File: config.mk
export PLATFORM = sky130hd
export DESIGN_NAME = haversine_geofence_admit_top
export DESIGN_NICKNAME = d
export VERILOG_FILES = /design/src/hdl/hga_pkg.sv /design/src/hdl/hga_cordic.sv /design/src/hdl/hga_mul.sv /design/src/hdl/hga_sqrt.sv /design/src/hdl/hga_div.sv /design/src/hdl/haversine_geofence_admit_top.sv
export SDC_FILE = /design/constraint.sdc
export NUM_CORES = 2
export LEC_CHECK = 0
export BUFFER_PORTS_ARGS = -buffer_cell sky130_fd_sc_hd__buf_2
export CAP_MARGIN = 25
export CORE_UTILIZATION = 45
export CTS_CLUSTER_SIZE = 30
export DETAILED_ROUTE_END_ITERATION = 16
export GPL_TIMING_DRIVEN = 0
export SKIP_CTS_REPAIR_TIMING = 1
export SLEW_MARGIN = 20
export SYNTH_ARGS = -nofsm -noshare
export SYNTH_HDL_FRONTEND = slang
export SYNTH_SLANG_ARGS = --single-unit
File: constraint.sdc
create_clock -name clk -period 18.3 [get_ports clk]
set_input_delay 1.83 -clock clk [delete_from_list [all_inputs] [get_ports clk]]
set_output_delay 1.83 -clock clk [all_outputs]
set_load 0.05 [all_outputs]
File: src/hdl/hga_pkg.sv
`timescale 1ns / 1ps
package hga_pkg;

  localparam int CAPACITY = 1024;
  localparam int CAP_W = $clog2(CAPACITY + 1);

  localparam int CORDIC_ITERATIONS = 24;
  localparam int ITER_W = 5;              // atan table has 32 entries

  localparam int XY_W = 34;               // CORDIC x/y, Q30 with headroom
  localparam int Z_W = 32;                // CORDIC angle, 1e-7 degree
  localparam int ANG_W = 35;              // angle differences before wrapping

  localparam int MUL_W = 34;
  localparam int MUL_CW = $clog2(MUL_W);

  localparam int ROOT_W = 31;             // root bits = radicand bit pairs
  localparam int ROOT_CW = $clog2(ROOT_W);

  localparam int DIST_W = 25;
  localparam int DIV_CW = $clog2(DIST_W);
  localparam int ACC_W = 62;              // dividend width
  localparam int REM_W = ACC_W - DIST_W;  // partial remainder width

  localparam logic signed [XY_W-1:0] CORDIC_GAIN = 34'sd652032874;
  localparam logic signed [ANG_W-1:0] FULL_TURN = 35'sd3600000000;
  localparam logic signed [ANG_W-1:0] HALF_TURN = 35'sd1800000000;
  localparam logic signed [ANG_W-1:0] QUARTER_TURN = 35'sd900000000;
  localparam logic [30:0] ONE_Q30 = 31'h4000_0000;
  localparam logic signed [MUL_W-1:0] METRE_NUM = 34'sd1111949266;
  localparam logic [ACC_W-1:0] HALF_DEN = 62'd50000000000;
  localparam logic [REM_W-1:0] METRE_DEN = 37'd100000000000;
  localparam logic [DIST_W-1:0] MAX_DIST = 25'd20015087;

  localparam logic signed [30:0] CENTER_LAT_RST = -31'sd235505000;
  localparam logic signed [31:0] CENTER_LON_RST = -32'sd466333000;
  localparam logic [DIST_W-1:0] RADIUS_RST = 25'd10000;

  localparam logic [1:0] CFG_CENTER_LAT = 2'd0;
  localparam logic [1:0] CFG_CENTER_LON = 2'd1;
  localparam logic [1:0] CFG_RADIUS = 2'd2;

  typedef struct packed {
    logic signed [30:0] point_latitude;
    logic signed [31:0] point_longitude;
  } in_word_t;

  typedef struct packed {
    logic [DIST_W-1:0] distance_metres;
    logic              within_radius;
    logic              admitted;
    logic              store_full;
  } out_word_t;

  typedef struct packed {
    logic start;
    logic vectoring;
  } cordic_ctl_t;

  typedef enum logic [3:0] {
    S_IDLE,
    S_SIN_LAT,
    S_SIN_LON,
    S_COS_C,
    S_COS_P,
    S_MUL_CC,
    S_MUL_S1,
    S_MUL_S2,
    S_MUL_A,
    S_SQRT_A,
    S_SQRT_B,
    S_VEC,
    S_MUL_M,
    S_DIV,
    S_OUT
  } seq_state_t;

  // atan(2^-i) in 1e-7 degree
  function automatic logic signed [Z_W-1:0] atan_entry(input logic [ITER_W-1:0] idx);
    logic signed [Z_W-1:0] r;
    unique case (idx)
      5'd0:  r = 32'sd450000000;
      5'd1:  r = 32'sd265650512;
      5'd2:  r = 32'sd140362435;
      5'd3:  r = 32'sd71250163;
      5'd4:  r = 32'sd35763344;
      5'd5:  r = 32'sd17899106;
      5'd6:  r = 32'sd8951737;
      5'd7:  r = 32'sd4476142;
      5'd8:  r = 32'sd2238105;
      5'd9:  r = 32'sd1119057;
      5'd10: r = 32'sd559529;
      5'd11: r = 32'sd279765;
      5'd12: r = 32'sd139882;
      5'd13: r = 32'sd69941;
      5'd14: r = 32'sd34971;
      5'd15: r = 32'sd17485;
      5'd16: r = 32'sd8743;
      5'd17: r = 32'sd4371;
      5'd18: r = 32'sd2186;
      5'd19: r = 32'sd1093;
      5'd20: r = 32'sd546;
      5'd21: r = 32'sd273;
      5'd22: r = 32'sd137;
      5'd23: r = 32'sd68;
      5'd24: r = 32'sd34;
      5'd25: r = 32'sd17;
      5'd26: r = 32'sd9;
      5'd27: r = 32'sd4;
      5'd28: r = 32'sd2;
      5'd29: r = 32'sd1;
      5'd30: r = 32'sd1;
      5'd31: r = 32'sd0;
    endcase
    return r;
  endfunction

endpackage

File: src/hdl/hga_cordic.sv
`timescale 1ns / 1ps
module hga_cordic (
  input  logic                                clk,
  input  logic                                rst,
  input  hga_pkg::cordic_ctl_t                ctl,
  input  logic signed [hga_pkg::XY_W-1:0]     x_init,
  input  logic signed [hga_pkg::XY_W-1:0]     y_init,
  input  logic signed [hga_pkg::Z_W-1:0]      z_init,
  output logic                                done,
  output logic signed [hga_pkg::XY_W-1:0]     x_res,
  output logic signed [hga_pkg::XY_W-1:0]     y_res,
  output logic signed [hga_pkg::Z_W-1:0]      z_res
);
  import hga_pkg::*;

  logic                    busy;
  logic                    vec;
  logic [ITER_W-1:0]       idx;
  logic signed [XY_W-1:0]  x, y, xs, ys, x_next, y_next;
  logic signed [Z_W-1:0]   z, z_next, at;
  logic                    pos;

  // one micro-rotation per cycle, shifts floor toward minus infinity
  always_comb begin
    xs = x >>> idx;
    ys = y >>> idx;
    at = atan_entry(idx);
    pos = vec ? y[XY_W-1] : ~z[Z_W-1];
    if (pos) begin
      x_next = x - ys;
      y_next = y + xs;
      z_next = z - at;
    end else begin
      x_next = x + ys;
      y_next = y - xs;
      z_next = z + at;
    end
  end

  always_ff @(posedge clk) begin
    if (rst) begin
      busy <= 1'b0;
      done <= 1'b0;
    end else begin
      done <= 1'b0;
      if (ctl.start && !busy) begin
        busy <= 1'b1;
      end else if (busy && idx == ITER_W'(CORDIC_ITERATIONS - 1)) begin
        busy <= 1'b0;
        done <= 1'b1;
      end
    end
  end

  always_ff @(posedge clk) begin
    if (ctl.start && !busy) begin
      x   <= x_init;
      y   <= y_init;
      z   <= z_init;
      vec <= ctl.vectoring;
      idx <= '0;
    end else if (busy) begin
      x   <= x_next;
      y   <= y_next;
      z   <= z_next;
      idx <= idx + 1'b1;
    end
  end

  assign x_res = x;
  assign y_res = y;
  assign z_res = z;

endmodule

File: src/hdl/hga_mul.sv
`timescale 1ns / 1ps
module hga_mul (
  input  logic                               clk,
  input  logic                               rst,
  input  logic                               start,
  input  logic signed [hga_pkg::MUL_W-1:0]   a_in,
  input  logic signed [hga_pkg::MUL_W-1:0]   b_in,
  output logic                               done,
  output logic [2*hga_pkg::MUL_W-1:0]        prod,
  output logic                               neg
);
  import hga_pkg::*;

  logic                 busy;
  logic [MUL_CW-1:0]    cnt;
  logic [MUL_W-1:0]     am, a_mag, b_mag;
  logic [2*MUL_W-1:0]   p;
  logic [MUL_W:0]       sum;

  // sign-magnitude, one multiplier bit per cycle
  always_comb begin
    a_mag = a_in[MUL_W-1] ? MUL_W'(-a_in) : MUL_W'(a_in);
    b_mag = b_in[MUL_W-1] ? MUL_W'(-b_in) : MUL_W'(b_in);
    sum = {1'b0, p[2*MUL_W-1:MUL_W]} + {1'b0, (p[0] ? am : '0)};
  end

  always_ff @(posedge clk) begin
    if (rst) begin
      busy <= 1'b0;
      done <= 1'b0;
    end else begin
      done <= 1'b0;
      if (start && !busy) begin
        busy <= 1'b1;
      end else if (busy && cnt == MUL_CW'(MUL_W - 1)) begin
        busy <= 1'b0;
        done <= 1'b1;
      end
    end
  end

  always_ff @(posedge clk) begin
    if (start && !busy) begin
      am  <= a_mag;
      neg <= a_in[MUL_W-1] ^ b_in[MUL_W-1];
      p   <= {{MUL_W{1'b0}}, b_mag};
      cnt <= '0;
    end else if (busy) begin
      p   <= {sum, p[MUL_W-1:1]};
      cnt <= cnt + 1'b1;
    end
  end

  assign prod = p;

endmodule

File: src/hdl/hga_sqrt.sv
`timescale 1ns / 1ps
module hga_sqrt (
  input  logic                          clk,
  input  logic                          rst,
  input  logic                          start,
  input  logic [hga_pkg::ROOT_W-1:0]    rad,
  output logic                          done,
  output logic [hga_pkg::ROOT_W-1:0]    root
);
  import hga_pkg::*;

  logic                  busy;
  logic [ROOT_CW-1:0]    cnt;
  logic [2*ROOT_W-1:0]   sr;
  logic [ROOT_W+2:0]     rem, rem_sh, trial;
  logic                  ge;

  // radicand is rad * 2^30, two bits consumed per cycle
  always_comb begin
    rem_sh = {rem[ROOT_W:0], sr[2*ROOT_W-1:2*ROOT_W-2]};
    trial  = {1'b0, root, 2'b01};
    ge     = rem_sh >= trial;
  end

  always_ff @(posedge clk) begin
    if (rst) begin
      busy <= 1'b0;
      done <= 1'b0;
    end else begin
      done <= 1'b0;
      if (start && !busy) begin
        busy <= 1'b1;
      end else if (busy && cnt == ROOT_CW'(ROOT_W - 1)) begin
        busy <= 1'b0;
        done <= 1'b1;
      end
    end
  end

  always_ff @(posedge clk) begin
    if (start && !busy) begin
      sr   <= {1'b0, rad, {(ROOT_W-1){1'b0}}};
      rem  <= '0;
      root <= '0;
      cnt  <= '0;
    end else if (busy) begin
      sr   <= {sr[2*ROOT_W-3:0], 2'b00};
      rem  <= ge ? (rem_sh - trial) : rem_sh;
      root <= {root[ROOT_W-2:0], ge};
      cnt  <= cnt + 1'b1;
    end
  end

endmodule

File: src/hdl/hga_div.sv
`timescale 1ns / 1ps
module hga_div (
  input  logic                          clk,
  input  logic                          rst,
  input  logic                          start,
  input  logic [hga_pkg::ACC_W-1:0]     dividend,
  output logic                          done,
  output logic [hga_pkg::DIST_W-1:0]    quot
);
  import hga_pkg::*;

  logic                 busy;
  logic [DIV_CW-1:0]    cnt;
  logic [REM_W-1:0]     rem;
  logic [REM_W:0]       rem_sh, diff;
  logic                 ge;

  // restoring division by the metre constant, one quotient bit per cycle;
  // quotient bits enter quot from the bottom as dividend bits leave the top
  always_comb begin
    rem_sh = {rem, quot[DIST_W-1]};
    diff   = rem_sh - {1'b0, METRE_DEN};
    ge     = rem_sh >= {1'b0, METRE_DEN};
  end

  always_ff @(posedge clk) begin
    if (rst) begin
      busy <= 1'b0;
      done <= 1'b0;
    end else begin
      done <= 1'b0;
      if (start && !busy) begin
        busy <= 1'b1;
      end else if (busy && cnt == DIV_CW'(DIST_W - 1)) begin
        busy <= 1'b0;
        done <= 1'b1;
      end
    end
  end

  always_ff @(posedge clk) begin
    if (start && !busy) begin
      rem  <= dividend[ACC_W-1:DIST_W];
      quot <= dividend[DIST_W-1:0];
      cnt  <= '0;
    end else if (busy) begin
      rem  <= ge ? diff[REM_W-1:0] : rem_sh[REM_W-1:0];
      quot <= {quot[DIST_W-2:0], ge};
      cnt  <= cnt + 1'b1;
    end
  end

endmodule

File: src/hdl/haversine_geofence_admit_top.sv
`timescale 1ns / 1ps
// Haversine geofence admission.
// Input channel (in_valid / in_stall / in_data) takes one report position,
// latitude and longitude in 1e-7 degree. Output channel (out_valid /
// out_stall / out_data) returns one word per report: distance to the centre
// in metres, within-radius flag, admitted flag and store-full flag.
// Config channel (cfg_valid / cfg_ready / cfg_index / cfg_data) writes the
// centre latitude, centre longitude and radius; cfg_ready is always high.
// Write config only while no report is in flight.
// One report at a time, computed by the serial units: four CORDIC
// rotations, five bit-serial multiplies, two digit-serial square roots,
// one CORDIC vectoring pass and a divider, each launched and awaited
// through its start/done handshake.
// in_stall is low only while the sequencer is idle. A finished word sits in
// the output register; the next report can be accepted and computed while
// it waits, and the sequencer holds its own result until the slot frees.
// Reset (rst, synchronous) loads default config, clears the admitted count
// and empties the output register.
module haversine_geofence_admit_top (
  input  logic                 clk,
  input  logic                 rst,
  input  logic                 in_valid,
  output logic                 in_stall,
  input  hga_pkg::in_word_t    in_data,
  output logic                 out_valid,
  input  logic                 out_stall,
  output hga_pkg::out_word_t   out_data,
  input  logic                 cfg_valid,
  output logic                 cfg_ready,
  input  logic [1:0]           cfg_index,
  input  logic [31:0]          cfg_data
);
  import hga_pkg::*;

  typedef struct packed {
    logic                  neg;
    logic signed [Z_W-1:0] ang;
  } fold_t;

  // config
  logic signed [30:0]    clat;
  logic signed [31:0]    clon;
  logic [DIST_W-1:0]     radius;

  // sequencer
  seq_state_t            state, state_next, succ;
  logic                  launched, launched_next;
  logic [CAP_W-1:0]      admitted_count;
  logic                  out_load;

  // captured report and intermediates
  logic signed [30:0]    plat;
  logic signed [31:0]    plon;
  logic signed [XY_W-1:0] s1, s2, c1, c2, cc, s1sq, s2sq;
  logic [30:0]           a_val, a_next;
  logic [ROOT_W-1:0]     sa, sb;
  logic [30:0]           ang, ang_next;
  logic [ACC_W-1:0]      dividend;
  logic [DIST_W-1:0]     dist_m;

  // unit hookups
  cordic_ctl_t            cordic_ctl;
  logic signed [XY_W-1:0] cx_init, cy_init, cx_res, cy_res;
  logic signed [Z_W-1:0]  cz_init, cz_res;
  logic                   cordic_done;
  logic                   mul_start, mul_done, mul_neg;
  logic signed [MUL_W-1:0] ma, mb;
  logic [2*MUL_W-1:0]     mul_prod;
  logic                   sqrt_start, sqrt_done;
  logic [ROOT_W-1:0]      sqrt_rad, sqrt_root;
  logic                   div_start, div_done;
  logic [DIST_W-1:0]      div_quot;

  // derived angles
  logic signed [ANG_W-1:0] dlat, dlon;
  logic signed [Z_W-1:0]   z_lat_half, z_lon_half;
  fold_t                   fold_c, fold_p;

  // product scaled by 2^-30, floor
  logic [38:0]           qa;
  logic signed [38:0]    r30, asum;
  logic signed [ANG_W-1:0] zz;
  logic [ANG_W-1:0]      zc;

  // wrap to (-180, 180], then halve truncating toward zero
  function automatic logic signed [Z_W-1:0] wrap_half(input logic signed [ANG_W-1:0] d);
    logic signed [ANG_W-1:0] w, h;
    w = d;
    if (d > HALF_TURN) begin
      w = d - FULL_TURN;
    end else if (d <= -HALF_TURN) begin
      w = d + FULL_TURN;
    end
    h = w + $signed({{(ANG_W-1){1'b0}}, w[ANG_W-1]});
    return h[Z_W:1];
  endfunction

  // fold latitude into [-90, 90], cosine sign flips
  function automatic fold_t fold_lat(input logic signed [30:0] t);
    logic signed [ANG_W-1:0] tt, r;
    fold_t f;
    tt = {{(ANG_W-31){t[30]}}, t};
    r = tt;
    f.neg = 1'b0;
    if (tt > QUARTER_TURN) begin
      r = HALF_TURN - tt;
      f.neg = 1'b1;
    end else if (tt < -QUARTER_TURN) begin
      r = -HALF_TURN - tt;
      f.neg = 1'b1;
    end
    f.ang = r[Z_W-1:0];
    return f;
  endfunction

  always_comb begin
    dlat = {{(ANG_W-31){plat[30]}}, plat} - {{(ANG_W-31){clat[30]}}, clat};
    dlon = {{(ANG_W-32){plon[31]}}, plon} - {{(ANG_W-32){clon[31]}}, clon};
    z_lat_half = wrap_half(dlat);
    z_lon_half = wrap_half(dlon);
    fold_c = fold_lat(clat);
    fold_p = fold_lat(plat);
  end

  // asr by 30 of a sign-magnitude product
  always_comb begin
    qa = {1'b0, mul_prod[2*MUL_W-1:30]} +
         39'(mul_neg & (|mul_prod[29:0]));
    r30 = mul_neg ? -$signed(qa) : $signed(qa);
    asum = $signed({{(39-XY_W){s1sq[XY_W-1]}}, s1sq}) + r30;
    if (asum[38]) begin
      a_next = '0;
    end else if (asum > $signed({8'b0, ONE_Q30})) begin
      a_next = ONE_Q30;
    end else begin
      a_next = asum[30:0];
    end
  end

  // clamp vectoring angle to [0, 90 deg], then double
  always_comb begin
    zz = {{(ANG_W-Z_W){cz_res[Z_W-1]}}, cz_res};
    if (zz[ANG_W-1]) begin
      zc = '0;
    end else if (zz > QUARTER_TURN) begin
      zc = QUARTER_TURN;
    end else begin
      zc = zz;
    end
    ang_next = {zc[29:0], 1'b0};
  end

  // operand muxes
  always_comb begin
    cx_init = CORDIC_GAIN;
    cy_init = '0;
    cz_init = '0;
    ma = c1;
    mb = c2;
    unique case (state)
      S_SIN_LAT: cz_init = z_lat_half;
      S_SIN_LON: cz_init = z_lon_half;
      S_COS_C:   cz_init = fold_c.ang;
      S_COS_P:   cz_init = fold_p.ang;
      S_VEC: begin
        cx_init = {{(XY_W-ROOT_W){1'b0}}, sb};
        cy_init = {{(XY_W-ROOT_W){1'b0}}, sa};
      end
      S_MUL_S1: begin
        ma = s1;
        mb = s1;
      end
      S_MUL_S2: begin
        ma = s2;
        mb = s2;
      end
      S_MUL_A: begin
        ma = cc;
        mb = s2sq;
      end
      S_MUL_M: begin
        ma = {{(MUL_W-31){1'b0}}, ang};
        mb = METRE_NUM;
      end
      default: ;
    endcase
    sqrt_rad = (state == S_SQRT_A) ? a_val : (ONE_Q30 - a_val);
  end

  // successor in the fixed sequence
  always_comb begin
    unique case (state)
      S_IDLE:    succ = S_SIN_LAT;
      S_SIN_LAT: succ = S_SIN_LON;
      S_SIN_LON: succ = S_COS_C;
      S_COS_C:   succ = S_COS_P;
      S_COS_P:   succ = S_MUL_CC;
      S_MUL_CC:  succ = S_MUL_S1;
      S_MUL_S1:  succ = S_MUL_S2;
      S_MUL_S2:  succ = S_MUL_A;
      S_MUL_A:   succ = S_SQRT_A;
      S_SQRT_A:  succ = S_SQRT_B;
      S_SQRT_B:  succ = S_VEC;
      S_VEC:     succ = S_MUL_M;
      S_MUL_M:   succ = S_DIV;
      S_DIV:     succ = S_OUT;
      S_OUT:     succ = S_IDLE;
      default:   succ = S_IDLE;
    endcase
  end

  // next state and unit strobes: launch once per state, move on at done
  always_comb begin
    state_next    = state;
    launched_next = launched;
    cordic_ctl    = '0;
    mul_start     = 1'b0;
    sqrt_start    = 1'b0;
    div_start     = 1'b0;
    out_load      = 1'b0;
    unique case (state)
      S_IDLE: begin
        if (in_valid) begin
          state_next = succ;
        end
      end
      S_SIN_LAT, S_SIN_LON, S_COS_C, S_COS_P, S_VEC: begin
        cordic_ctl.vectoring = (state == S_VEC);
        if (!launched) begin
          cordic_ctl.start = 1'b1;
          launched_next = 1'b1;
        end else if (cordic_done) begin
          launched_next = 1'b0;
          state_next = succ;
        end
      end
      S_MUL_CC, S_MUL_S1, S_MUL_S2, S_MUL_A, S_MUL_M: begin
        if (!launched) begin
          mul_start = 1'b1;
          launched_next = 1'b1;
        end else if (mul_done) begin
          launched_next = 1'b0;
          state_next = succ;
        end
      end
      S_SQRT_A, S_SQRT_B: begin
        if (!launched) begin
          sqrt_start = 1'b1;
          launched_next = 1'b1;
        end else if (sqrt_done) begin
          launched_next = 1'b0;
          state_next = succ;
        end
      end
      S_DIV: begin
        if (!launched) begin
          div_start = 1'b1;
          launched_next = 1'b1;
        end else if (div_done) begin
          launched_next = 1'b0;
          state_next = succ;
        end
      end
      S_OUT: begin
        if (!out_valid || !out_stall) begin
          out_load = 1'b1;
          state_next = succ;
        end
      end
      default: state_next = S_IDLE;
    endcase
  end

  assign in_stall  = (state != S_IDLE);
  assign cfg_ready = 1'b1;

  // control registers
  always_ff @(posedge clk) begin
    if (rst) begin
      state          <= S_IDLE;
      launched       <= 1'b0;
      out_valid      <= 1'b0;
      admitted_count <= '0;
      clat           <= CENTER_LAT_RST;
      clon           <= CENTER_LON_RST;
      radius         <= RADIUS_RST;
    end else begin
      state    <= state_next;
      launched <= launched_next;
      if (out_load) begin
        out_valid <= 1'b1;
      end else if (!out_stall) begin
        out_valid <= 1'b0;
      end
      if (out_load && dist_m <= radius && admitted_count < CAP_W'(CAPACITY)) begin
        admitted_count <= admitted_count + 1'b1;
      end
      if (cfg_valid && cfg_ready) begin
        unique case (cfg_index)
          CFG_CENTER_LAT: clat   <= cfg_data[30:0];
          CFG_CENTER_LON: clon   <= cfg_data;
          CFG_RADIUS:     radius <= cfg_data[DIST_W-1:0];
          default: ;
        endcase
      end
    end
  end

  // datapath captures
  always_ff @(posedge clk) begin
    if (state == S_IDLE && in_valid) begin
      plat <= in_data.point_latitude;
      plon <= in_data.point_longitude;
    end
    if (cordic_done) begin
      unique case (state)
        S_SIN_LAT: s1  <= cy_res;
        S_SIN_LON: s2  <= cy_res;
        S_COS_C:   c1  <= fold_c.neg ? -cx_res : cx_res;
        S_COS_P:   c2  <= fold_p.neg ? -cx_res : cx_res;
        S_VEC:     ang <= ang_next;
        default: ;
      endcase
    end
    if (mul_done) begin
      unique case (state)
        S_MUL_CC: cc       <= r30[XY_W-1:0];
        S_MUL_S1: s1sq     <= r30[XY_W-1:0];
        S_MUL_S2: s2sq     <= r30[XY_W-1:0];
        S_MUL_A:  a_val    <= a_next;
        S_MUL_M:  dividend <= mul_prod[ACC_W-1:0] + HALF_DEN;
        default: ;
      endcase
    end
    if (sqrt_done) begin
      if (state == S_SQRT_A) begin
        sa <= sqrt_root;
      end else begin
        sb <= sqrt_root;
      end
    end
    if (div_done) begin
      dist_m <= (div_quot > MAX_DIST) ? MAX_DIST : div_quot;
    end
    if (out_load) begin
      out_data.distance_metres <= dist_m;
      out_data.within_radius   <= (dist_m <= radius);
      out_data.store_full      <= (admitted_count >= CAP_W'(CAPACITY));
      out_data.admitted        <= (dist_m <= radius) &&
                                  (admitted_count < CAP_W'(CAPACITY));
    end
  end

  hga_cordic u_cordic (
    .clk    (clk),
    .rst    (rst),
    .ctl    (cordic_ctl),
    .x_init (cx_init),
    .y_init (cy_init),
    .z_init (cz_init),
    .done   (cordic_done),
    .x_res  (cx_res),
    .y_res  (cy_res),
    .z_res  (cz_res)
  );

  hga_mul u_mul (
    .clk   (clk),
    .rst   (rst),
    .start (mul_start),
    .a_in  (ma),
    .b_in  (mb),
    .done  (mul_done),
    .prod  (mul_prod),
    .neg   (mul_neg)
  );

  hga_sqrt u_sqrt (
    .clk   (clk),
    .rst   (rst),
    .start (sqrt_start),
    .rad   (sqrt_rad),
    .done  (sqrt_done),
    .root  (sqrt_root)
  );

  hga_div u_div (
    .clk      (clk),
    .rst      (rst),
    .start    (div_start),
    .dividend (dividend),
    .done     (div_done),
    .quot     (div_quot)
  );

  // checks
  a_admit_needs_within: assert property (@(posedge clk) disable iff (rst)
    out_valid |-> (!out_data.admitted || out_data.within_radius))
    else $error("admitted word outside radius");

  a_full_blocks_admit: assert property (@(posedge clk) disable iff (rst)
    out_valid |-> !(out_data.admitted && out_data.store_full))
    else $error("admitted while store full");

  a_dist_saturated: assert property (@(posedge clk) disable iff (rst)
    out_valid |-> (out_data.distance_metres <= MAX_DIST))
    else $error("distance above half circumference");

  a_count_bounded: assert property (@(posedge clk) disable iff (rst)
    admitted_count <= CAP_W'(CAPACITY))
    else $error("admitted count beyond capacity");

endmodule
[Word-level counts from Yosys, hierarchy flattened]
Memory sizes are Yosys's and may differ from the RTL's. A register that Yosys moved wholly into a read port is not among the register bits.
Cells that the tools add are included.
Operators by class
  muxes and demuxes: 91
  magnitude comparators: 16
  reductions and logical operators: 57
  bitwise operators: 4
  eq/ne operators: 31
  shifts and indexed selects: 2
  $add $sub $neg: 34
Operators with widths (count)
  34-bit two-way mux: 12
  34-bit case mux with 4 select lines: 2
  32-bit two-way mux: 8
  35-bit two-way mux: 4
  32-bit case mux with 4 select lines: 1
  32-bit by 31-bit subtractor with 32-bit output (first input constant): 4
  31-bit two-way mux: 4
  61-bit two-way mux: 2
  37-bit two-way mux: 3
  34-bit negation: 3
  34-bit adder: 2
  34-bit by 5-bit >>> shifter with 34-bit output: 2
  34-bit subtractor: 2
  33-bit by 2-bit adder with 33-bit output: 2
  32-bit subtractor: 2
  62-bit by 36-bit adder with 62-bit output (second input constant): 1
  31-bit greater-than comparator (second input constant): 2
  31-bit less-than comparator (second input constant): 2
  25-bit two-way mux: 2
  4-bit two-way mux: 12
  34-bit by 39-bit adder with 39-bit output: 1
  38-bit by 1-bit adder with 39-bit output: 1
  39-bit by 32-bit greater-than comparator with 1-bit output (second input constant): 1
  39-bit two-way mux: 1
  other kinds (57): 159
Word-level totals
  flip-flop bits (word level): 1034
  input port bits: 102
  memories: 2
  ROM bits: 992
  output and inout port bits: 31
Memories
  (no name shown): words 32, width 29, rd ports 1, clocked after Yosys merged registers in 1, wr ports 0, RTL line hga_pkg.sv:81  | unique case (idx)
  (no name shown): words 16, width 4, rd ports 1, clocked after Yosys merged registers in 1, wr ports 0, RTL line haversine_geofence_admit_top.sv:192  | unique case (state)

[Logic depth before layout (Yosys ltp)]
  depth in word-level cells: 8
  depth in mapped cells: 41
  depth with buffers taken out: 38

[Modules after synthesis]
From an unflattened synthesis, not the netlist that was laid out.
Unflattened totals
  cell total of the unflattened synthesis: 8372
  area, all modules: 76477.1 µm²
By module, submodules not included
  haversine_geofence_admit_top: cells an instance 4384, area an instance 41128.2 µm², times used 1
  hga_cordic: cells an instance 2114, area an instance 18203.7 µm², times used 1
  hga_mul: cells an instance 818, area an instance 7339.5 µm², times used 1
  hga_sqrt: cells an instance 636, area an instance 5903.2 µm², times used 1
  hga_div: cells an instance 420, area an instance 3902.5 µm², times used 1

[Worst setup path before layout]
No wires, ideal clock.
  kind: register to register
  start: register u_mul.p[13], in the netlist u_mul.prod[13]
  end: register a_val[13] (data pin)
  required time: 18161 ps
  arrival time: 7328 ps
  path slack: 10834 ps
  stages on the path, launching flop included: 38
  period minus slack after synthesis: 7466 ps
  buffers on the path: 3
  library setup time: 139 ps
  path through: edfxtp_1 -> or3_1 -> or4_1 -> o31a_1 -> ha_1 -> ha_1 -> nand3_1 -> or2_2 -> clkbuf_1 -> nor3_1 -> xnor2_1 -> o211a_1 -> nand3_1 -> or2_2 -> or3_1 -> nor2_1 -> and3_1 -> and3_1 -> [... 2 more ...] -> nand2_1 -> or2_2 -> o41ai_1 -> xnor2_1 -> ha_1 -> inv_1 -> o21bai_1 -> nor2_1 -> o21ai_0 -> o32a_1 -> a21oi_1 -> a31oi_1 -> nor3_1 -> nand2b_1 -> or2_2 -> clkbuf_1 -> buf_2 -> nor2_1
On the way
  longest elaborated chain between the ends: 8
Ends and longest elaborated chain
  start: declaration: RTL line hga_mul.sv:17  | logic [2*MUL_W-1:0] p;
  start signal: assignment: RTL line hga_mul.sv:46  | p <= {{MUL_W{1'b0}}, b_mag};
  start signal: assignment: RTL line hga_mul.sv:49  | p <= {sum, p[MUL_W-1:1]};
  30-bit OR reduction (*): RTL line haversine_geofence_admit_top.sv:128  | 39'(mul_neg & (|mul_prod[29:0]));
  1-bit AND (*): RTL line haversine_geofence_admit_top.sv:128
  38-bit by 1-bit adder with 39-bit output (*): RTL line haversine_geofence_admit_top.sv:127  | qa = {1'b0, mul_prod[2*MUL_W-1:30]} +
  39-bit negation: RTL line haversine_geofence_admit_top.sv:129  | r30 = mul_neg ? -$signed(qa) : $signed(qa);
  39-bit two-way mux (*): RTL line haversine_geofence_admit_top.sv:129
  34-bit by 39-bit adder with 39-bit output (*): RTL line haversine_geofence_admit_top.sv:130  | asum = $signed({{(39-XY_W){s1sq[XY_W-1]}}, s1sq}) + r30;
  39-bit by 32-bit greater-than comparator with 1-bit output: RTL line haversine_geofence_admit_top.sv:133  | end else if (asum > $signed({8'b0, ONE_Q30})) begin
  2-bit OR reduction (no line)
  end signal: assignment: RTL line haversine_geofence_admit_top.sv:330  | S_MUL_A: a_val <= a_next;
  end: declaration: RTL line haversine_geofence_admit_top.sv:55  | logic [30:0] a_val, a_next;
Mark *: on every way between the ends. The rest lies on a longest branch, timed or not.
A chain may end at the register's enable or synchronous reset.

[Worst setup path after layout]
  start: register u_cordic.idx[1]
  end: register u_cordic.y[32], in the netlist u_cordic.y_res[32] (data pin)
On the way
  longest elaborated chain between the ends: 5
Ends and longest elaborated chain
  start: declaration: RTL line hga_cordic.sv:18  | logic [ITER_W-1:0] idx;
  start signal: assignment: RTL line hga_cordic.sv:66  | idx <= idx + 1'b1;
  34-bit by 5-bit >>> shifter with 34-bit output (*): RTL line hga_cordic.sv:25  | xs = x >>> idx;
  34-bit subtractor or 34-bit adder (tied branches): RTL line hga_cordic.sv:35, hga_cordic.sv:31
  34-bit two-way mux (*): RTL line hga_cordic.sv:29  | if (pos) begin
  34-bit two-way mux (*): RTL line hga_cordic.sv:62  | end else if (busy) begin
  34-bit two-way mux (*): RTL line hga_cordic.sv:56  | if (ctl.start && !busy) begin
  end signal: assignment: RTL line hga_cordic.sv:58  | y <= y_init;
  end signal: assignment: RTL line hga_cordic.sv:64  | y <= y_next;
  end: declaration: RTL line hga_cordic.sv:19  | logic signed [XY_W-1:0] x, y, xs, ys, x_next, y_next;
Mark *: on every way between the ends. The rest lies on a longest branch, timed or not. The select of a mux whose other input is x is not followed.

==> results.txt <==
I/O Buffers: 130
Combinational Power Share: 0.585
wl on met1: 110.7 mm
Internal: 0.007829 W
Mapped Area: 71950 sq um
multiplexer share of the synthesized area: 0.03492
synth unique cells: 131
gr ovfl total: 0
crit-path max FO: 10
area of the multi-input gates: 39810 sq um
metal2 WL: 109.1 mm
complex-gate fraction of the synthesized area: 0.1836
endpoint class of the critical path: flop
Final Wtd Congestion: 1.044
Worst Max-Slew Pin Slew: 1.113 ns
EDFF count, synth: 802
Final Hold Viols: 0
vias: 62640
synthesized area per cell: 9.106 sq um
layout cell share with drive strength beyond 1: 0.07444
Place WS: 8.214 ns
Core Region: 158600 sq um
nets@finish: 8615
Setup Skew: 0.08072 ns
die width: 401.9 um
simple-gate area share of the yosys netlist: 0.1815
post-route setup slack: 7.924 ns
Reg2Reg Setup Slack: 7.92 ns
largest net degree at the start of global routing: 70
Synthesized Nets: 8345
Design Area, Final: 79640 sq um
initial antenna violation count: 18
total power: 0.01462 W
H-tree depth: 3
vias per inst: 6.053
Initial Utilization: 0.4538
Max IR drop VDD: 0.1200 mV
ys async rst share: 0
CTS tree: built
drt first-iter violations: 6810
Setup Crit Path Kind: flop to flop
Clock Path Buffers: 3
Tmin final: 10.38 ns
Rows: 146
Adder-Cell Fraction of Synth Area: 0.06003
Yosys reg bits: 1067
top layer in use: met5
# setup viols final: 0
# fillers: 14940
status: finished, final reports clean
FF-to-FF End: u_cordic.y_res[32]$_SDFFCE_PP0P_
Detailed Place HPWL: 199.3 mm
dpl cell area: 75650 sq um
worst setup path end: u_cordic.y_res[32]$_SDFFCE_PP0P_
chip height: 401.9 um
Switching Share: 0.4646
global-route wire length before repair: 372.9 mm
Register Area: 29390 sq um
area leader, netlist: edfxtp_1
Worst-Skew Late Latency: 0.80 ns
cell count after synthesis: 7902
clk slew on worst S/H paths: 0.06 ns
Tcrit/Tclk final: 0.5670
Crit path arrival time: 10.90 ns
synthesis-to-layout area growth: 10.68%
DR WL met3: 20.83 mm
Max Cap Violations: 0
CP Launch Point: u_cordic.idx[1]$_SDFFE_PP0P_
synth warn: 0
Synth Area in XOR/XNOR: 0.09202
total CTS buffers: 115
average wire per cell in the routed design: 24.28 um
CTS sink cnt: 1067
Die ar.: 161500 sq um
Routed WL: 251.3 mm
ys flop type: edfxtp_1
FMAX: 96.37 MHz
Final Slew Violations: 0
Clk network pwr share: 0.166
ANT nets after route: 0
RSZ-0062 raised after global routing: false
Largest stage delay, worst path: 0.79 ns
Root Buffer: clkbuf_16
Psw: 0.006795 W
vias in the first global route: 58560
Worst Hold Class: flop to flop
max_slew headroom: 0.2578
FF-to-FF path depth: 31
Critical-path top delay cell: clkbuf_1
top cells by area, synth: edfxtp_1 (33%), dfxtp_1 (7.4%), ha_1 (5.8%), xnor2_1 (5.4%), nand2_1 (4.6%)
Critical R2R Launch: u_cordic.idx[1]$_SDFFE_PP0P_
setup tns final: 0 ns
sequential power share: 0.249
Total GRT Usage: 0.3035
post-synth top area share: 0.3347
drt drc: 0
Cell Pwr Density: 183.6 nW/um^2
Leakage: 29.07 nW
# IOs: 133
largest family of logic cells by synthesized area: compound AO/OA/AOI/OAI gates
drt pass-1 iters: 6
Worst Setup Start Kind: flop
Seq/Total Area, Yosys: 0.4084
Critical Path RT: 18.83 ns
## routing by layer
metal	global-route usage	up-vias
met3	0.05147	448
met5	0	-
met4	0.1154	4
met1	0.4268	30290
li1	-	29320
met2	0.4656	2583
## placed cells by master, fill, tap and decap left out, types with 152 or more instances in the layout
cell type,Yosys,routed
nand2_1,890,890
edfxtp_1,802,802
nor2_1,717,711
a21oi_1,580,580
o21ai_0,508,508
xnor2_1,440,440
clkbuf_1,342,370
ha_1,334,334
inv_1,320,315
xor2_1,306,306
dfxtp_1,265,264
nand3_1,206,206
nor3_1,169,166
buf_2,19,152
## sequential cells by signal, summed over array words and instances (netlist names), 34 cells and up
name / flops
s2sq: 34
u_div.rem: 37
u_cordic.x_res: 34
cc: 34
u_mul.prod: 68
u_mul.am: 34
s1sq: 34
u_cordic.y_res: 34
s2: 34
dividend: 62
s1: 34
c2: 34
c1: 34
## how the worst min path moves through the flow
stage | startpoint | slack (ns) | endpoint | depth (start not counted)
floorplan | u_sqrt.sr[59]$_DFFE_PP_ | 0.42 | u_sqrt.sr[61]$_SDFFE_PP0P_ | 2
global placement | dist_m[0]$_SDFFCE_PN1P_ | 0.44 | out_data[3]$_DFFE_PP_ | 0
detailed placement | clon[22]$_SDFFE_PP0P_ | 0.45 | clon[22]$_SDFFE_PP0P_ | 2
CTS | clon[22]$_SDFFE_PP0P_ | 0.46 | clon[22]$_SDFFE_PP0P_ | 2
global route | dist_m[0]$_SDFFCE_PN1P_ | 0.48 | out_data[3]$_DFFE_PP_ | 0
finish | radius[7]$_SDFFE_PP0P_ | 0.46 | radius[7]$_SDFFE_PP0P_ | 2
## power by group through the flow
| stage | Combinational [W] | Clock (W) | Sequential [W] |
|---|---|---|---|
| after floorplan | 0.00613 | 0 | 0.00345 |
| after global placement | 0.00819 | 0 | 0.00369 |
| after detailed placement | 0.00828 | 0 | 0.00367 |
| after CTS | 0.00836 | 0.00246 | 0.00361 |
| after global routing | 0.00928 | 0.00255 | 0.00364 |
| final | 0.00856 | 0.00243 | 0.00364 |
## critical path, delay by kind of cell, from the launching register on
| kind | cells | cell delay (ns) |
|---|---|---|
| AOI/OAI and AO/OA | 19 | 5.07 |
| buffers and inverters | 5 | 2.86 |
| adders and majority gates | 2 | 0.89 |
| muxes | 1 | 0.65 |
| DFF | 1 | 0.34 |
| and+or+nand+nor | 3 | 0.18 |
| xor gates and xnor gates | 1 | 0.13 |
## cells in the mapped netlist, drive strengths merged (15+ instances only)
| master | instances |
|---|---|
| nand2 | 891 |
| edfxtp | 802 |
| nor2 | 719 |
| a21oi | 585 |
| o21ai | 526 |
| xnor2 | 444 |
| clkbuf | 342 |
| ha | 334 |
| inv | 322 |
| xor2 | 306 |
| dfxtp | 265 |
| nand3 | 207 |
| nor3 | 169 |
| a31oi | 114 |
| and2 | 101 |
| a21o | 100 |
| nand2b | 95 |
| mux2i | 92 |
| and3 | 87 |
| a211oi | 80 |
| nor4 | 79 |
| o22ai | 79 |
| nand4 | 74 |
| o31ai | 74 |
| or3 | 74 |
| o21a | 72 |
| buf | 69 |
| nor2b | 69 |
| a22oi | 68 |
| mux2 | 67 |
| o211ai | 48 |
| or2 | 45 |
| a211o | 38 |
| mux4 | 37 |
| a221oi | 35 |
| o21bai | 30 |
| nor3b | 29 |
| a22o | 23 |
| and4 | 22 |
| nand3b | 21 |
| o221ai | 18 |
| or4 | 17 |
| a2111oi | 15 |
| o2111ai | 15 |
| o31a | 15 |
## through the flow
step | std cells | utilization | hold WS, ns
after global routing | 10350 | 0.5022 | 0.4782
after CTS | 10350 | 0.5019 | 0.4570
after floorplan | 7902 | - | 0.4178
final | 10350 | 0.5023 | 0.4581
after global placement | 10100 | 0.4742 | 0.4351
after detailed placement | 10130 | 0.4771 | 0.4480
## cell families (layout without fill, tap and decap cells)
family,after synthesis,after routing
fa+ha+maj,341,341
flops,1067,1067
buf+inv,737,1110
xor+xnor,751,751
compound gates,2074,2074
simple gates,2735,2735
mux,196,196
other cells,1,3
## final cells by class
cell class                 instances  share of cell area
antenna                            2          0.00006284
sequential                      1067              0.3690
timing repair buffer             153             0.01337
tap                             2072             0.03255
buffer                           411             0.02025
clock buffer                     153             0.03948
inverter                         326             0.01546
clock inverter                    67            0.009945
multi-input combinational       6098              0.4999
(Power assumes the default switching activity.)
